===== src/hw/rtl/plbp_ram.sv =====
// Generic single-clock RAM: one write port, one read port, registered read.
`default_nettype none

module plbp_ram #(
  parameter int WIDTH = 8,
  parameter int DEPTH = 16,
  localparam int AW = (DEPTH > 1) ? $clog2(DEPTH) : 1
) (
  input  logic             clk,
  input  logic             we,
  input  logic [AW-1:0]    waddr,
  input  logic [WIDTH-1:0] wdata,
  input  logic             re,
  input  logic [AW-1:0]    raddr,
  output logic [WIDTH-1:0] rdata
);

  logic [WIDTH-1:0] mem [DEPTH];

  always_ff @(posedge clk) begin
    if (we) begin
      mem[waddr] <= wdata;
    end
    if (re) begin
      rdata <= mem[raddr];
    end
  end

endmodule

`default_nettype wire


===== config.mk =====
export PLATFORM = sky130hd
export DESIGN_NAME = plbp_ram
export DESIGN_NICKNAME = d
export VERILOG_FILES = /design/src/hw/rtl/plbp_ram.sv
export SDC_FILE = /design/constraint.sdc
export NUM_CORES = 1
export LEC_CHECK = 0
export BUFFER_PORTS_ARGS = -buffer_cell sky130_fd_sc_hd__buf_2
export CAP_MARGIN = 20
export CORE_MARGIN = 1
export CORE_UTILIZATION = 60
export DETAILED_ROUTE_END_ITERATION = 8
export PLACE_DENSITY = 0.78
export SYNTH_ARGS = -nofsm -noshare
export SYNTH_HDL_FRONTEND = slang
export SYNTH_SLANG_ARGS = --single-unit

===== constraint.sdc =====
create_clock -name clk -period 2.7 [get_ports clk]
set_input_delay 0.54 -clock clk [delete_from_list [all_inputs] [get_ports clk]]
set_output_delay 0.54 -clock clk [all_outputs]
set_load 0.05 [all_outputs]

==> flow_metrics.py <==
metrics = {
    "outcome": {
        "status": "finished, final reports clean",
    },
    "synthesis": {
        "syn_avg_cell_area_um2": 22.8,
        "ys_ff_latch": 136,
        "synth_area_mm2": 0.00523,
        "ys_seq_area_frac": 0.781,
        "syn_inst": 229,
        "synth.distinct_cells": 18,
        "syn_nets": 248,
        "yosysWarnings": 0,
    },
    "power_and_ir_drop": {
        "peakVddDrop_v": 0.000505,
        "pwr-share-comb": 0.050,
        "p_per_area_mw_per_mm2": 812,
        "p_sw_frac": 0.205,
        "power_switching_w": 0.00103,
        "power_frac_clock": 0.472,
        "pwr-share-seq": 0.478,
        "p_int_w": 0.00397,
        "p_leak_nw": 2.09,
    },
    "placement": {
        "portBuffers": 26,
        "dp_hpwl_um": 5860,
        "dp.cells": 367,
        "gp_congestion": 0.703,
    },
    "setup_path": {
        "required_ps": 2160,
        "cp_top_family": "flip-flops",
        "path_cells": "buf_2",
        "rrSetupSlack_ps": 1220,
        "worst-path-buf-inv": 1,
        "cp_slowest_stage_delay_ps": 380,
        "path_max_fanout": 1,
        "r2r_end": "rdata[3]$_DFFE_PP_",
        "cpMaxStageDelayCell": "edfxtp_1",
        "end_kind": "output port",
        "cp.arrival_ps": 1180,
        "r2r_cells": 3,
        "start_kind": "register",
        "criticalPathCategory": "reg -> out",
        "r2r_start": "mem[6][3]$_DFFE_PP_",
        "path_depth": 1,
    },
    "drt": {
        "drc": 0,
        "route.final.wire_length_um": 10200,
        "wl_per_cell_um": 25.6,
        "antenna_left": 0,
        "drt_iter0_markers": 261,
        "dr.pass1.iters": 5,
        "vias": 2521,
        "viasPerCell": 6.32,
    },
    "clocking": {
        "ctsResizeCount": 0,
        "cts_num_sinks": 136,
        "numCtsBuffers": 17,
        "clockRootBuffer": "clkbuf_8",
        "postCtsHoldBufs": 0,
        "clk_pin_slew_ps": 60,
        "cts_tree": "built",
        "cts_setup_buffers": 0,
        "clk_latency_ps": 520,
        "clockBufferDepth": 2,
        "htree_num_levels": 4,
    },
    "layout": {
        "drive_gt1_frac": 0.316,
        "area_growth_syn_to_layout_pct": 17.8,
        "insertedDiodeCount": 0,
        "fin_cells": 399,
        "final_nets": 300,
    },
    "grt": {
        "grt_pass1_wl_um": 15100,
        "antenna_found_initial": 0,
        "grt_usage": 0.258,
        "grt_pass1_vias": 2454,
        "overflow": 0,
        "grt_max_degree": 33,
    },
    "timing": {
        "setup_viol": 0,
        "setup_tns_ps": 0,
        "period_minus_slack_ps": 1720,
        "hold_violations": 0,
        "post-route-period-util": 0.636,
        "report.final.slew_viol_count": 0,
        "relSlewSlack": 0.469,
        "rsz0062_at_grt": "false",
        "fin_skew_ps": 4.65,
        "worst_slew_pin_slew_ps": 794,
        "fmax_ghz": 0.583,
    },
    "floorplanning": {
        "std_cell_rows": 33,
        "die-width_um": 95.3,
        "start_util": 0.627,
        "placeableCoreArea_mm2": 0.00834,
        "io_pins": 27,
        "die_h_um": 95.3,
        "dieArea_mm2": 0.00909,
    },
    "min_path": {
        "min_path_cells": 1,
        "hold_path.class": "in -> reg",
        "min_from": "re",
        "hold_end": "rdata[4]$_DFFE_PP_",
    },
    "run": {
        "cap_violations": 0,
    },
}
==> synth_stat cells <==
| library cell | number | area, um^2 |
|---|---|---|
| edfxtp_1 | 136 | 4080 |
| mux4_2 | 18 | 405 |
| a22oi_1 | 16 | 120 |
| mux4_1 | 14 | 368 |
| nor2_1 | 13 | 48.8 |
| nand2_1 | 9 | 33.8 |
| nor3_1 | 4 | 20.0 |
| buf_2 | 3 | 15.0 |
| buf_6 | 3 | 33.8 |
| clkdlybuf4s25_2 | 3 | 30.0 |
| nand2b_1 | 2 | 12.5 |
| nand3b_1 | 2 | 15.0 |
| and2_1 | 1 | 6.26 |
| and2b_1 | 1 | 7.51 |
| buf_4 | 1 | 7.51 |
| nand3_1 | 1 | 5.00 |
| nor2b_1 | 1 | 6.26 |
| or3b_2 | 1 | 8.76 |
==> metal layers <==
| layer | track usage | vias to the layer above | routed length (um) |
|---|---|---|---|
| met4 | 0.0997 | 0 | 128 |
| met2 | 0.407 | 118 | 5230 |
| met3 | 0.0718 | 16 | 723 |
| met1 | 0.347 | 1302 | 4130 |
| met5 | 0 | - | 0 |
| li1 | - | 1085 | - |
==> final cells by class <==
| class | count | area (um^2) |
|---|---|---|
| tap | 105 | 131 |
| multi-input combinational | 83 | 1060 |
| clock inverter | 14 | 198 |
| timing repair buffer | 43 | 270 |
| fill | 448 | 2180 |
| clock buffer | 18 | 418 |
| sequential | 136 | 4080 |
==> logic make-up after synthesis <==
kind of cell,count (synthesis),share of synthesized area
compound gates,16,0.0230
buf+inv,10,0.0165
flops,136,0.781
mux,32,0.148
simple gates,35,0.0314
==> worst max-delay path by stage <==
stage | from | endpoint | slack (ps)
5_1_grt | rdata[1]$_DFFE_PP_ | rdata[1] | 950
4_1_cts | rdata[4]$_DFFE_PP_ | rdata[4] | 950
6_report | rdata[4]$_DFFE_PP_ | rdata[4] | 980
3_5_place_dp | raddr[0] | rdata[2]$_DFFE_PP_ | 590
2_1_floorplan | waddr[2] | mem[0][0]$_DFFE_PP_ | 670
3_3_place_gp | raddr[0] | rdata[2]$_DFFE_PP_ | 600
==> metrics by stage <==
stage | total power (W) | setup slack [ps] | utilization | hold WS (ps) | cell area [um^2]
2_1_floorplan | 0.00259 | 667 | - | 639 | 5230
3_3_place_gp | 0.00267 | 597 | 0.665 | 727 | 5540
3_5_place_dp | 0.00268 | 586 | 0.665 | 739 | 5540
4_1_cts | 0.00504 | 950 | 0.738 | 362 | 6160
5_1_grt | 0.00515 | 946 | 0.738 | 365 | 6160
6_report | 0.00500 | 983 | 0.738 | 376 | 6160
==> power groups by stage <==
stage | sequential [W] | combinational (W) | clock (W)
global placement | 0.00243 | 0.000240 | 0
floorplan | 0.00247 | 0.000120 | 0
global route | 0.00240 | 0.000266 | 0.00248
finish | 0.00239 | 0.000249 | 0.00236
detailed placement | 0.00244 | 0.000246 | 0
CTS | 0.00239 | 0.000252 | 0.00239
==> registers in the layout, indices dropped and copies added (netlist names) <==
signal	count
mem	128
rdata	8
==> cell usage in the layout, fill, tap and decap left out <==
master      netlist  final
and2_1            1      1
edfxtp_1        136    136
buf_12            0      1
a22oi_1          16     16
mux4_1           14     14
nor2_1           13     13
nand2b_1          2      2
mux4_2           18     18
nand2_1           9      9
clkbuf_8          0      1
buf_2             3     26
clkinv_4          0      2
nor3_1            4      4
clkinvlp_4        0      5
buf_4             1     16
bufinv_16         0      4
and2b_1           1      1
nor2b_1           1      1
clkbuf_16         0     16
clkbuf_1          0      1
nand3b_1          2      2
nand3_1           1      1
clkinv_2          0      1
or3b_2            1      1
inv_6             0      2
(Power assumes the default switching activity.)
